<file path="src/design/tekd_pkg.sv">
// ----------------------------------------------------------------------------
// tekd_pkg
// Types, byte codes and key codes shared by the terminal key decoder.
// ----------------------------------------------------------------------------
`default_nettype none

package tekd_pkg;

  localparam int unsigned BYTE_W    = 8;
  localparam int unsigned KEY_W     = 5;
  localparam int unsigned COUNT_W   = 3;
  localparam int unsigned SEQ_DEPTH = 4;
  localparam int unsigned POS_W     = 2;
  localparam int unsigned CFG_AW    = 3;
  localparam int unsigned CFG_DW    = 32;
  localparam int unsigned OUT_W     = 16;

  typedef logic [BYTE_W-1:0]  byte_t;
  typedef logic [KEY_W-1:0]   key_t;
  typedef logic [COUNT_W-1:0] count_t;

  // Register index of the only configuration register.
  localparam logic [0:0] REG_ESCAPE_MEANS_QUIT = 1'b0;

  localparam byte_t ESC_BYTE   = 8'd27;
  localparam byte_t CTRL_MASK  = 8'h1f;
  localparam byte_t CH_P       = 8'h50;
  localparam byte_t PRINT_BYTE = CH_P & CTRL_MASK;
  localparam byte_t CH_TILDE   = 8'h7e;
  localparam byte_t CH_O       = 8'h4f;
  localparam byte_t CH_BRACKET = 8'h5b;
  localparam byte_t CH_S       = 8'h53;
  localparam byte_t CH_A       = 8'h41;
  localparam byte_t CH_B       = 8'h42;
  localparam byte_t CH_C       = 8'h43;
  localparam byte_t CH_D       = 8'h44;
  localparam byte_t CH_E       = 8'h45;
  localparam byte_t CH_F       = 8'h46;
  localparam byte_t CH_H       = 8'h48;
  localparam byte_t CH_0       = 8'h30;
  localparam byte_t CH_1       = 8'h31;
  localparam byte_t CH_2       = 8'h32;
  localparam byte_t CH_3       = 8'h33;
  localparam byte_t CH_4       = 8'h34;
  localparam byte_t CH_5       = 8'h35;
  localparam byte_t CH_6       = 8'h36;
  localparam byte_t CH_7       = 8'h37;
  localparam byte_t CH_8       = 8'h38;
  localparam byte_t CH_9       = 8'h39;

  localparam key_t K_F1     = 5'd0;
  localparam key_t K_F5     = 5'd4;
  localparam key_t K_F6     = 5'd5;
  localparam key_t K_F9     = 5'd8;
  localparam key_t K_HOME   = 5'd12;
  localparam key_t K_END    = 5'd13;
  localparam key_t K_INSERT = 5'd14;
  localparam key_t K_DELETE = 5'd15;
  localparam key_t K_PGUP   = 5'd16;
  localparam key_t K_PGDN   = 5'd17;
  localparam key_t K_UP     = 5'd18;
  localparam key_t K_DOWN   = 5'd19;
  localparam key_t K_LEFT   = 5'd20;
  localparam key_t K_RIGHT  = 5'd21;
  localparam key_t K_PRINT  = 5'd22;
  localparam key_t K_ESCAPE = 5'd23;
  localparam key_t K_QUIT   = 5'd24;

  // One result item, in the order it is packed on the output bus.
  typedef struct packed {
    logic  seq_dropped;
    key_t  special_key;
    byte_t char_code;
    logic  is_special;
    logic  key_valid;
  } result_t;

endpackage

`default_nettype wire

</file>
<file path="src/design/tekd_cfg_regs.sv">
// ----------------------------------------------------------------------------
// tekd_cfg_regs
// APB-style register file holding the escape-means-quit control bit.
// ----------------------------------------------------------------------------
`default_nettype none

module tekd_cfg_regs
  import tekd_pkg::*;
(
  input  wire logic              clk,
  input  wire logic              rst_n,
  input  wire logic              psel,
  input  wire logic              penable,
  input  wire logic              pwrite,
  input  wire logic [CFG_AW-1:0] paddr,
  input  wire logic [CFG_DW-1:0] pwdata,
  output logic      [CFG_DW-1:0] prdata,
  output logic                   pready,
  output logic                   escape_means_quit
);

  logic esc_quit_r;
  logic esc_quit_nxt;
  logic hit;

  // Register i sits at byte address 4*i; the word index is paddr[2].
  assign hit    = (paddr[CFG_AW-1] == REG_ESCAPE_MEANS_QUIT);
  assign pready = 1'b1;

  always_comb begin
    esc_quit_nxt = esc_quit_r;
    if (psel && penable && pwrite && pready && hit) begin
      esc_quit_nxt = pwdata[0];
    end
  end

  always_ff @(posedge clk) begin
    if (!rst_n) begin
      esc_quit_r <= 1'b0;
    end else begin
      esc_quit_r <= esc_quit_nxt;
    end
  end

  assign prdata            = hit ? {{(CFG_DW-1){1'b0}}, esc_quit_r} : '0;
  assign escape_means_quit = esc_quit_r;

endmodule

`default_nettype wire

</file>
<file path="src/design/tekd_seq_engine.sv">
// ----------------------------------------------------------------------------
// tekd_seq_engine
// Sequence state and the per-byte table match that produces one result.
// ----------------------------------------------------------------------------
`default_nettype none

module tekd_seq_engine
  import tekd_pkg::*;
(
  input  wire logic  clk,
  input  wire logic  rst_n,
  input  wire logic  advance,
  input  wire byte_t cur_byte,
  input  wire logic  escape_means_quit,
  output result_t    result
);

  typedef struct packed {
    logic need;
    logic nomatch;
    key_t key;
  } dec_t;

  // Terminator check: undecided until the byte at pos has arrived.
  function automatic dec_t tilde_at(input count_t n, input count_t pos,
                                    input byte_t t, input key_t key);
    dec_t d;
    d = '{need: 1'b0, nomatch: 1'b0, key: key};
    if (n < pos + 3'd1) begin
      d.need = 1'b1;
    end else if (t != CH_TILDE) begin
      d.nomatch = 1'b1;
    end
    return d;
  endfunction

  // Digit 5/7/8/9 to offset 0..3; top bit flags a hit.
  function automatic logic [2:0] idx5789(input byte_t c);
    logic [2:0] r;
    unique case (c)
      CH_5:    r = 3'b100;
      CH_7:    r = 3'b101;
      CH_8:    r = 3'b110;
      CH_9:    r = 3'b111;
      default: r = 3'b000;
    endcase
    return r;
  endfunction

  // Digit 0/1/3/4 to offset 0..3; top bit flags a hit.
  function automatic logic [2:0] idx0134(input byte_t c);
    logic [2:0] r;
    unique case (c)
      CH_0:    r = 3'b100;
      CH_1:    r = 3'b101;
      CH_3:    r = 3'b110;
      CH_4:    r = 3'b111;
      default: r = 3'b000;
    endcase
    return r;
  endfunction

  function automatic dec_t decode_seq(input count_t n, input byte_t b1, input byte_t b2,
                                      input byte_t b3, input byte_t b4);
    dec_t       d;
    dec_t       nm;
    logic [2:0] ix;
    byte_t      diff;
    nm   = '{need: 1'b0, nomatch: 1'b1, key: '0};
    d    = nm;
    ix   = '0;
    diff = '0;
    unique case (b1)
      CH_O: begin
        if (b2 >= CH_P && b2 <= CH_S) begin
          diff = b2 - CH_P;
          d = '{need: 1'b0, nomatch: 1'b0, key: K_F1 + {3'b000, diff[1:0]}};
        end
      end
      CH_1: begin
        ix = idx5789(b2);
        if (ix[2]) d = tilde_at(n, 3'd3, b3, K_F5 + {3'b000, ix[1:0]});
      end
      CH_2: begin
        ix = idx0134(b2);
        if (ix[2]) d = tilde_at(n, 3'd3, b3, K_F9 + {3'b000, ix[1:0]});
      end
      CH_BRACKET: begin
        unique case (b2)
          CH_1: begin
            if (n < 3'd4) begin
              d = '{need: 1'b1, nomatch: 1'b0, key: '0};
            end else if (b3 == CH_TILDE) begin
              d = '{need: 1'b0, nomatch: 1'b0, key: K_HOME};
            end else begin
              ix = idx5789(b3);
              if (ix[2]) d = tilde_at(n, 3'd4, b4, K_F5 + {3'b000, ix[1:0]});
            end
          end
          CH_2: begin
            if (n < 3'd4) begin
              d = '{need: 1'b1, nomatch: 1'b0, key: '0};
            end else if (b3 == CH_TILDE) begin
              d = '{need: 1'b0, nomatch: 1'b0, key: K_INSERT};
            end else begin
              ix = idx0134(b3);
              if (ix[2]) d = tilde_at(n, 3'd4, b4, K_F9 + {3'b000, ix[1:0]});
            end
          end
          CH_3: d = tilde_at(n, 3'd3, b3, K_DELETE);
          CH_4: d = tilde_at(n, 3'd3, b3, K_END);
          CH_5: d = tilde_at(n, 3'd3, b3, K_PGUP);
          CH_6: d = tilde_at(n, 3'd3, b3, K_PGDN);
          CH_A: d = '{need: 1'b0, nomatch: 1'b0, key: K_UP};
          CH_B: d = '{need: 1'b0, nomatch: 1'b0, key: K_DOWN};
          CH_C: d = '{need: 1'b0, nomatch: 1'b0, key: K_RIGHT};
          CH_D: d = '{need: 1'b0, nomatch: 1'b0, key: K_LEFT};
          CH_F: d = '{need: 1'b0, nomatch: 1'b0, key: K_END};
          CH_H: d = '{need: 1'b0, nomatch: 1'b0, key: K_HOME};
          CH_BRACKET: begin
            if (n < 3'd4) begin
              d = '{need: 1'b1, nomatch: 1'b0, key: '0};
            end else if (b3 >= CH_A && b3 <= CH_E) begin
              diff = b3 - CH_A;
              d = '{need: 1'b0, nomatch: 1'b0, key: K_F1 + diff[KEY_W-1:0]};
            end else if (b3 >= CH_7 && b3 <= CH_9) begin
              diff = b3 - CH_7;
              d = tilde_at(n, 3'd4, b4, K_F6 + diff[KEY_W-1:0]);
            end
          end
          default: d = nm;
        endcase
      end
      ESC_BYTE: begin
        if (b2 == ESC_BYTE) d = '{need: 1'b0, nomatch: 1'b0, key: K_ESCAPE};
      end
      default: d = nm;
    endcase
    return d;
  endfunction

  byte_t      seq_bytes_r [SEQ_DEPTH];
  count_t     seq_count_r;
  count_t     seq_count_nxt;
  byte_t      eff [SEQ_DEPTH];
  count_t     n;
  count_t     pos_full;
  logic [POS_W-1:0] pos;
  dec_t       dec;
  key_t       key;

  assign pos_full = seq_count_r - 3'd1;
  assign pos      = pos_full[POS_W-1:0];
  assign n        = seq_count_r + 3'd1;

  // The new byte overrides its slot so the match sees the whole sequence so far.
  always_comb begin
    for (int k = 0; k < SEQ_DEPTH; k++) begin
      eff[k] = seq_bytes_r[k];
    end
    eff[pos] = cur_byte;
  end

  always_comb begin
    dec           = decode_seq(n, eff[0], eff[1], eff[2], eff[3]);
    result        = '0;
    seq_count_nxt = seq_count_r;
    key           = dec.key;
    if (key == K_ESCAPE && escape_means_quit) begin
      key = K_QUIT;
    end
    if (seq_count_r == '0) begin
      if (cur_byte == ESC_BYTE) begin
        seq_count_nxt = 3'd1;
      end else if (cur_byte == PRINT_BYTE) begin
        result.key_valid   = 1'b1;
        result.is_special  = 1'b1;
        result.special_key = K_PRINT;
      end else begin
        result.key_valid = 1'b1;
        result.char_code = cur_byte;
      end
    end else if (n < 3'd3) begin
      seq_count_nxt = n;
    end else if (dec.need && n < 3'd5) begin
      seq_count_nxt = n;
    end else begin
      seq_count_nxt = '0;
      if (dec.need || dec.nomatch) begin
        result.seq_dropped = 1'b1;
      end else begin
        result.key_valid   = 1'b1;
        result.is_special  = 1'b1;
        result.special_key = key;
      end
    end
  end

  always_ff @(posedge clk) begin
    if (!rst_n) begin
      seq_count_r <= '0;
    end else if (advance) begin
      seq_count_r <= seq_count_nxt;
    end
  end

  always_ff @(posedge clk) begin
    if (advance && seq_count_r != '0) begin
      seq_bytes_r[pos] <= cur_byte;
    end
  end

endmodule

`default_nettype wire

</file>
<file path="src/design/terminal_escape_key_decoder_core.sv">
// ----------------------------------------------------------------------------
// terminal_escape_key_decoder_core
// Decodes a terminal byte stream into plain characters and special keys.
// ----------------------------------------------------------------------------
// Pipeline: an accepted request is held in the input register, and its result then waits
//   in the result register, which drives out_tdata until the sink takes it.
// Throughput: one request per cycle while out_tready is high; the table match is one pass of logic.
// Reset: rst_n is synchronous and active low; it empties both pipeline registers,
//   clears the pending-sequence count and sets escape_means_quit to 0.
`default_nettype none

module terminal_escape_key_decoder_core
  import tekd_pkg::*;
(
  input  wire logic              clk,
  input  wire logic              rst_n,
  // Input stream.
  input  wire logic              in_tvalid,
  output logic                   in_tready,
  input  wire logic [7:0]        in_tdata,    // [7:0] in_byte
  // Result stream.
  output logic                   out_tvalid,
  input  wire logic              out_tready,
  output logic [OUT_W-1:0]       out_tdata,   // [0] key_valid, [1] is_special,
                                              // [9:2] char_code, [14:10] special_key,
                                              // [15] seq_dropped
  // Configuration port.
  input  wire logic              cfg_psel,
  input  wire logic              cfg_penable,
  input  wire logic              cfg_pwrite,
  input  wire logic [CFG_AW-1:0] cfg_paddr,
  input  wire logic [CFG_DW-1:0] cfg_pwdata,
  output logic      [CFG_DW-1:0] cfg_prdata,
  output logic                   cfg_pready
);

  logic    in_valid_r;
  byte_t   in_byte_r;
  logic    out_valid_r;
  result_t out_res_r;
  logic    advance;
  logic    escape_means_quit;
  result_t result;

  // The byte in the input register moves on whenever the result register is
  // free or is being emptied in this same cycle. The sequence state updates at
  // that edge too, so the following byte always sees the up-to-date state.
  assign advance   = in_valid_r && (!out_valid_r || out_tready);
  assign in_tready = !in_valid_r || advance;

  always_ff @(posedge clk) begin
    if (!rst_n) begin
      in_valid_r <= 1'b0;
    end else if (in_tvalid && in_tready) begin
      in_valid_r <= 1'b1;
    end else if (advance) begin
      in_valid_r <= 1'b0;
    end
  end

  always_ff @(posedge clk) begin
    if (in_tvalid && in_tready) begin
      in_byte_r <= in_tdata;
    end
  end

  // Result register: holds a finished result until the sink takes it.
  always_ff @(posedge clk) begin
    if (!rst_n) begin
      out_valid_r <= 1'b0;
    end else if (advance) begin
      out_valid_r <= 1'b1;
    end else if (out_tready) begin
      out_valid_r <= 1'b0;
    end
  end

  always_ff @(posedge clk) begin
    if (advance) begin
      out_res_r <= result;
    end
  end

  tekd_cfg_regs u_cfg (
    .clk               (clk),
    .rst_n             (rst_n),
    .psel              (cfg_psel),
    .penable           (cfg_penable),
    .pwrite            (cfg_pwrite),
    .paddr             (cfg_paddr),
    .pwdata            (cfg_pwdata),
    .prdata            (cfg_prdata),
    .pready            (cfg_pready),
    .escape_means_quit (escape_means_quit)
  );

  // Every byte gives exactly one result: a character, a key, a pending
  // marker (all zero) or a dropped-sequence flag.
  tekd_seq_engine u_engine (
    .clk               (clk),
    .rst_n             (rst_n),
    .advance           (advance),
    .cur_byte          (in_byte_r),
    .escape_means_quit (escape_means_quit),
    .result            (result)
  );

  assign out_tvalid = out_valid_r;
  assign out_tdata  = out_res_r;

endmodule

`default_nettype wire

</file>
<file path="config.mk">
export PLATFORM = sky130hd
export DESIGN_NAME = terminal_escape_key_decoder_core
export DESIGN_NICKNAME = d
export VERILOG_FILES = /design/src/design/tekd_pkg.sv /design/src/design/tekd_cfg_regs.sv /design/src/design/tekd_seq_engine.sv /design/src/design/terminal_escape_key_decoder_core.sv
export SDC_FILE = /design/constraint.sdc
export NUM_CORES = 1
export LEC_CHECK = 0
export ABC_AREA = 0
export BUFFER_PORTS_ARGS = -buffer_cell sky130_fd_sc_hd__buf_2
export CORE_ASPECT_RATIO = 1.5
export CORE_MARGIN = 1.5
export CORE_UTILIZATION = 55
export DETAILED_ROUTE_END_ITERATION = 8
export GPL_ROUTABILITY_DRIVEN = 0
export PLACE_DENSITY = 0.82
export SETUP_SLACK_MARGIN = 0.15
export SYNTH_ARGS = -nofsm -noshare
export SYNTH_HDL_FRONTEND = slang
export SYNTH_SLANG_ARGS = --single-unit
</file>
<file path="constraint.sdc">
create_clock -name clk -period 3.4 [get_ports clk]
set_input_delay 0.17 -clock clk [delete_from_list [all_inputs] [get_ports clk]]
set_output_delay 0.17 -clock clk [all_outputs]
set_load 0.02 [all_outputs]
</file>
# [Yosys cells after proc, flatten, opt, wreduce, memory -nomap -nowiden]
# Memory sizes are Yosys's and may differ from the RTL's.
# Cells that the tools add are included.
[word_totals] regBits=30 n_memories=1 wordCells=160 ramBits=32 out_inout_bits=51
[classes] magnitude_cmp=11 n_eq_ne=38 add_sub_neg=10 n_bitwise=3 n_reduce_logical=24 muxes=63
[memory_table] name="u_engine.seq_bytes_r" depth=4 word_bits=8 rd=4 rd_ports_with_merged_regs=0 write_ports=1 line_no="tekd_seq_engine.sv:142" text="byte_t seq_bytes_r [SEQ_DEPTH];"
[op_table] op="$eq 8x6->1 const B" n=20
[op_table] op="$pmux 7 s13" n=1
[op_table] op="$eq 8x7->1 const B" n=10
[op_table] op="$mux 7" n=11
[op_table] op="$pmux 3 s4" n=4
[op_table] op="$mux 3" n=14
[op_table] op="$pmux 7 s5" n=1
[op_table] op="$bwmux 32" n=1
[op_table] op="$eq 8x5->1 const B" n=4
[op_table] op="$mux 5" n=6
[op_table] op="$demux 8 s2" n=1
[op_table] op="$ge 8x7->1 const B" n=2
[op_table] op="$le 8x7->1 const B" n=2
[op_table] op="$mux 8" n=2
[op_table] op="$ne 8x7->1 const B" n=2
[op_table] op="$mux 1" n=15
[op_table] op="$mux 15" n=1
[op_table] op="$logic_and 1x1->1" n=12
[op_table] op="$mux 6" n=2
[op_table] op="$add 4x2->5 const A" n=2
[op_table] op="$add 3x2->4 const A" n=2
[op_table] op="$ge 8x6->1 const B" n=1
[op_table] op="$le 8x6->1 const B" n=1
[op_table] op="$mux 2" n=4
[op_table] op="other kinds (20)" n=28

# [Depth between registers and ports, before layout]
[logic_depth] word_depth=26 depth_mapped=13

# [Modules after synthesis]
# A second synthesis with hierarchy kept.
[unflattened] hier_cells=400 area_unflattened_um2=4150.2
[modules_own_cells] module="tekd_seq_engine" instances=1 seq_area_each_um2=1021.0 area_each_um2=3010.4 cells_per_inst=327
[modules_own_cells] module="terminal_escape_key_decoder_core" instances=1 seq_area_each_um2=760.7 area_each_um2=824.5 cells_per_inst=33
[modules_own_cells] module="tekd_cfg_regs" instances=1 seq_area_each_um2=20.0 area_each_um2=315.3 cells_per_inst=40

# [Least setup slack after synthesis]
# OpenSTA, ideal clock, no wires.
[synth_timing] kind="register to register" startpoint="reg u_engine.seq_count_r[0]" endpoint="reg out_res_r (netlist bit out_tdata[12]) (data pin)" n_path_buf=2 setup_time_ns=0.180 arrival_time_ns=2.884 path_slack_ns=0.336 required_ns=3.220 path_stages_with_launch=13 path_cell_list="dfxtp_1 inv_1 ha_1 buf_6 buf_6 nor3b_2 nor2_2 o32a_1 nor4b_2 o31a_1 a2111oi_4 nand3_2 o41ai_2"
[synth_rtl] element="start, declared" line_no="tekd_seq_engine.sv:143" text="count_t seq_count_r;"
[synth_rtl] element="start signal, assigned" line_no="tekd_seq_engine.sv:203" text="seq_count_r <= seq_count_nxt;"
[synth_rtl] element="end signal, assigned" line_no="terminal_escape_key_decoder_core.sv:80" text="out_res_r <= result;"
[synth_rtl] element="end, declared" line_no="terminal_escape_key_decoder_core.sv:40" text="result_t out_res_r;"

# [Final worst setup path]
[layout_timing] startpoint="reg u_engine.seq_count_r[1]" endpoint="reg out_res_r (netlist bit out_tdata[10]) (data pin)"
[layout_via] elab_chain_len=26 word_cells_on_any_way=108 classes_between="10 x add/sub; 11 x order compare; 35 x eq/ne; 43 x mux; 1 x bitwise; 8 x reduce/logical"
[layout_lines] element="$sub 2x1->2" line_no="tekd_seq_engine.sv:152" text="assign pos_full = seq_count_r - 3'd1;"
[layout_lines] element="$not 2->3 (not written as such)" line_no="tekd_seq_engine.sv:161" text="eff[pos] = cur_byte;"
[layout_lines] element="$ge 3x3->1 (not written as such) / $lt 3x1->1 (equally long branches)" line_no="tekd_seq_engine.sv:161"
[layout_lines] element="$logic_and 1x1->1 (not written as such)" line_no="tekd_seq_engine.sv:161"
[layout_lines] element="$mux 8 (not written as such)" line_no="tekd_seq_engine.sv:161"
[layout_lines] element="$demux 8 s2" line_no="tekd_seq_engine.sv:161"
[layout_lines] element="$bwmux 32" line_no="tekd_seq_engine.sv:161"
[layout_lines] element="$eq 8x6->1 (on tied branches)" line_no="tekd_seq_engine.sv:53, tekd_seq_engine.sv:40"
[layout_lines] element="[... 10 more ...]"
[layout_lines] element="$pmux 7 s5" line_no="tekd_seq_engine.sv:73" text="unique case (b1)"
[layout_lines] element="$eq 5x5->1" line_no="tekd_seq_engine.sv:169" text="if (key == K_ESCAPE && escape_means_quit) begin"
[layout_lines] element="$logic_and 1x1->1" line_no="tekd_seq_engine.sv:169"
[layout_lines] element="$mux 5" line_no="tekd_seq_engine.sv:169"
[layout_lines] element="$mux 5" line_no="tekd_seq_engine.sv:189" text="if (dec.need || dec.nomatch) begin"
[layout_lines] element="$mux 5" line_no="tekd_seq_engine.sv:185" text="end else if (dec.need && n < 3'd5) begin"
[layout_lines] element="$mux 5" line_no="tekd_seq_engine.sv:183" text="end else if (n < 3'd3) begin"
[layout_lines] element="$mux 5 *" line_no="tekd_seq_engine.sv:172" text="if (seq_count_r == '0) begin"
# Mark *: on every way between the ends. The rest lies on a longest branch, timed or not. The select of a mux whose other input is x is not followed.
# A chain may end at the register's enable or synchronous reset.

==> flow_metrics.env <==
export IMPL_rr_endpoint="out_tdata[10]$_SDFFCE_PP0P_"
export IMPL_fin_area_sq_mm=0.00534
export IMPL_n_antenna_cell=0
export IMPL_die_y_um=112
export IMPL_max_freq_ghz=0.313
export IMPL_cp_num_buf_inv=3
export IMPL_synthFlopType="edfxtp_1"
export IMPL_status="finished clean"
export IMPL_hold_viol_final=0
export IMPL_clk_latency_ps=330
export IMPL_worstPathCellList="inv_1, buf_4, ha_4, or3b_2, a2bb2oi_1, nor2_1, a31oi_1, o211a_1, a2111oi_4, nand3_2, buf_4, a311oi_1"
export IMPL_htree_levels=3
export IMPL_crit_start="u_engine.seq_count_r[1]$_SDFFE_PN0P_"
export IMPL_top_usage_layer="met2"
export IMPL_ff2ff_path_depth=12
export IMPL_fill_cells=546
export IMPL_max_stage_delay_ps=480
export IMPL_grt_max_degree=19
export IMPL_power_mw=1.89
export IMPL_cts_sinks=62
export IMPL_maxCapViolations=0
export IMPL_layout_setup_ws_ps=204
export IMPL_grt_usage_pct=28.3
export IMPL_synth_top_cell_by_area="edfxtp_1"
export IMPL_pin_count=101
export IMPL_arrival_ps=3350
export IMPL_grtUsageMet1_pct=32.1
export IMPL_worst_pin_slew_ps=620
export IMPL_syn_inst=427
export IMPL_placed_area_sq_mm=0.00474
export IMPL_async_flop_share_pct=0
export IMPL_cpMaxStageDelayCell="or3b_2"
export IMPL_wirelength_um=11600
export IMPL_final_util_pct=69.7
export IMPL_min_path_type="input pin to flip-flop"
export IMPL_dp_hpwl_um=7730
export IMPL_root_buffer="clkbuf_16"
export IMPL_ant_nets=0
export IMPL_synth_top_cell_area_share_pct=38.7
export IMPL_seqCellArea_sq_mm=0.00181
export IMPL_wl_per_cell_um=18.8
export IMPL_core_area_sq_mm=0.00766
export IMPL_cts_buffers=9
export IMPL_synth_most_common_cell="edfxtp_1"
export IMPL_final_period_utilization_pct=94.0
export IMPL_hold_ws_ps=9.83
export IMPL_slew_headroom_pct=58.7
export IMPL_dr_pass1_iters=5
export IMPL_netlist_area_sq_mm=0.00435
export IMPL_p_leak_nw=1.98
export IMPL_synth_edf_count=56
export IMPL_cp_end_kind="flip-flop"
export IMPL_startpoint_type="flip-flop"
export IMPL_start_util_pct=56.7
export IMPL_min_period_ps=3200
export IMPL_critPathTopFamily="compound AO/OA/AOI/OAI gates"
export IMPL_die_w_um=75.6
export IMPL_yosysSeqAreaShare_pct=41.5
export IMPL_grt_overflow_total=0
export IMPL_skew_ps=8.89
export IMPL_vias=3891
export IMPL_layout_cells_non_filler=617
export IMPL_rrSetupSlack_ps=200
export IMPL_path_depth=12
export IMPL_synth_commonest_cells="edfxtp_1, buf_4, nor2_1"
export IMPL_hold_start="in_tdata[6]"
export IMPL_clkSlewWorstSetupHoldPaths_ps=50
export IMPL_report_final_slew_viol_count=0
export IMPL_setup_violations=0
export IMPL_synth_area_per_cell_sq_um=10.2
export IMPL_cts_tree="done"
export IMPL_dpl_worst_slack_ps=-62.5
export IMPL_drcViolationCount=0
export IMPL_routed_via_density=6.31
export IMPL_layout_drive_gt1_share_pct=31.7
export IMPL_critical_path_class="flip-flop to flip-flop"
export IMPL_syn_to_final_growth_pct=22.9
export IMPL_yosys_warnings=0
export IMPL_cts_hold_buf=0
export IMPL_drtIter0Drc=577
export IMPL_antenna_found_initial=0
export IMPL_cts_path_max_buffers=2
export IMPL_synth_seq_cells=62
export IMPL_multiInputGateArea_sq_mm=0.00243
export IMPL_finalNetCount=565
export IMPL_synth_area_leaders="edfxtp_1, buf_4, dfxtp_1"
export IMPL_use_met3_pct=6.33
export IMPL_placed_cells=590
export IMPL_use_met2_pct=44.3
export IMPL_pwr_density_cell_mw_per_mm2=353
export IMPL_ir_drop_mv=0.323
export IMPL_row_count=39
export IMPL_required_ps=3560
export IMPL_timing_rr_start="u_engine.seq_count_r[1]$_SDFFE_PN0P_"
export IMPL_ys_types=80
export IMPL_grt_pass1_wl_um=17900
export IMPL_die_area_sq_mm=0.00845
export IMPL_setup_worst_path_end="out_tdata[10]$_SDFFCE_PP0P_"
export IMPL_setup_tns_ps=0
export IMPL_grt_pass1_vias=3755
export IMPL_rsz0062_at_grt="true"
export IMPL_portBuffers=35
export IMPL_crit_fanout=14
export IMPL_crit_path_frequent_cell="buf_4"
## routing by layer
| layer | wire (um) | vias to the layer above |
|---|---|---|
| li1 | - | 1731 |
| met1 | 4330 | 1840 |
| met4 | 767 | 0 |
| met3 | 730 | 66 |
| met5 | 0 | - |
| met2 | 5750 | 254 |
## worst min path at each step
stage	to	slack, ps	cells past startpoint
3_3_place_gp	in_byte_r[6]$_DFFE_PP_	350	1
3_5_place_dp	in_byte_r[5]$_DFFE_PP_	350	1
6_report	in_byte_r[6]$_DFFE_PP_	10	1
4_1_cts	in_byte_r[6]$_DFFE_PP_	3	1
5_1_grt	in_byte_r[5]$_DFFE_PP_	7	1
2_1_floorplan	in_byte_r[0]$_DFFE_PP_	270	0
## cell usage in the layout (no fill, tap or decap), types with 4 or more instances in the layout
cell type and count:
o22ai_1 4, nand3_1 12, a31oi_1 5, nand4_1 4, dfxtp_1 4, or2_2 4, o21ai_0 21, a21oi_1 21
mux2_2 6, conb_1 32, nand2b_1 12, edfxtp_1 56, nand2_1 17, mux2i_1 4, nor2_2 4, o22a_1 4
nor2_1 26, a211oi_1 5, buf_4 56, and2_1 16, and3b_1 7, clkbuf_16 9, nor3_1 12, a211o_1 5
nor3b_1 7, buf_2 35, nor4_1 4, nor2b_1 7, inv_1 9
## repair_timing
action	4_1_cts	5_1_grt
endpoints found under the hold margin	0	0
gates cloned	1	0
pin swaps	3	10
gates resized for setup	16	22
setup buffers	0	10
endpoints found under the setup margin	7	9
## cell type report
cell class,count,share of cell area [%]
inverter,10,0.703
sequential,62,33.8
timing repair buffer,93,12.1
clock inverter,4,0.890
tap,102,2.39
multi-input combinational,334,45.4
clock buffer,12,4.62
## power breakdown
group	total, mW	internal (mW)	switching, mW
clock network	0.906	0.584	0.322
logic	0.116	0.0347	0.0812
registers	0.864	0.847	0.0169
total	1.89	1.47	0.420
## sequential cells by signal (all words and copies together), names as in the netlist
signal,count
out_tdata,16
in_valid_r,1
u_engine.seq_bytes_r,32
u_cfg.escape_means_quit,1
out_tvalid,1
u_engine.seq_count_r,3
in_byte_r,8
## kinds of logic after synthesis
group           after synthesis  synth area share [%]
fa+ha+maj                     5                  1.44
simple gates                174                  25.0
xor+xnor                      3                 0.605
compound gates              105                  17.3
buf+inv                      61                  9.79
other cells                   2                 0.173
mux                          15                  4.20
flops                        62                  41.5
Power figures use the tool's default switching activity.
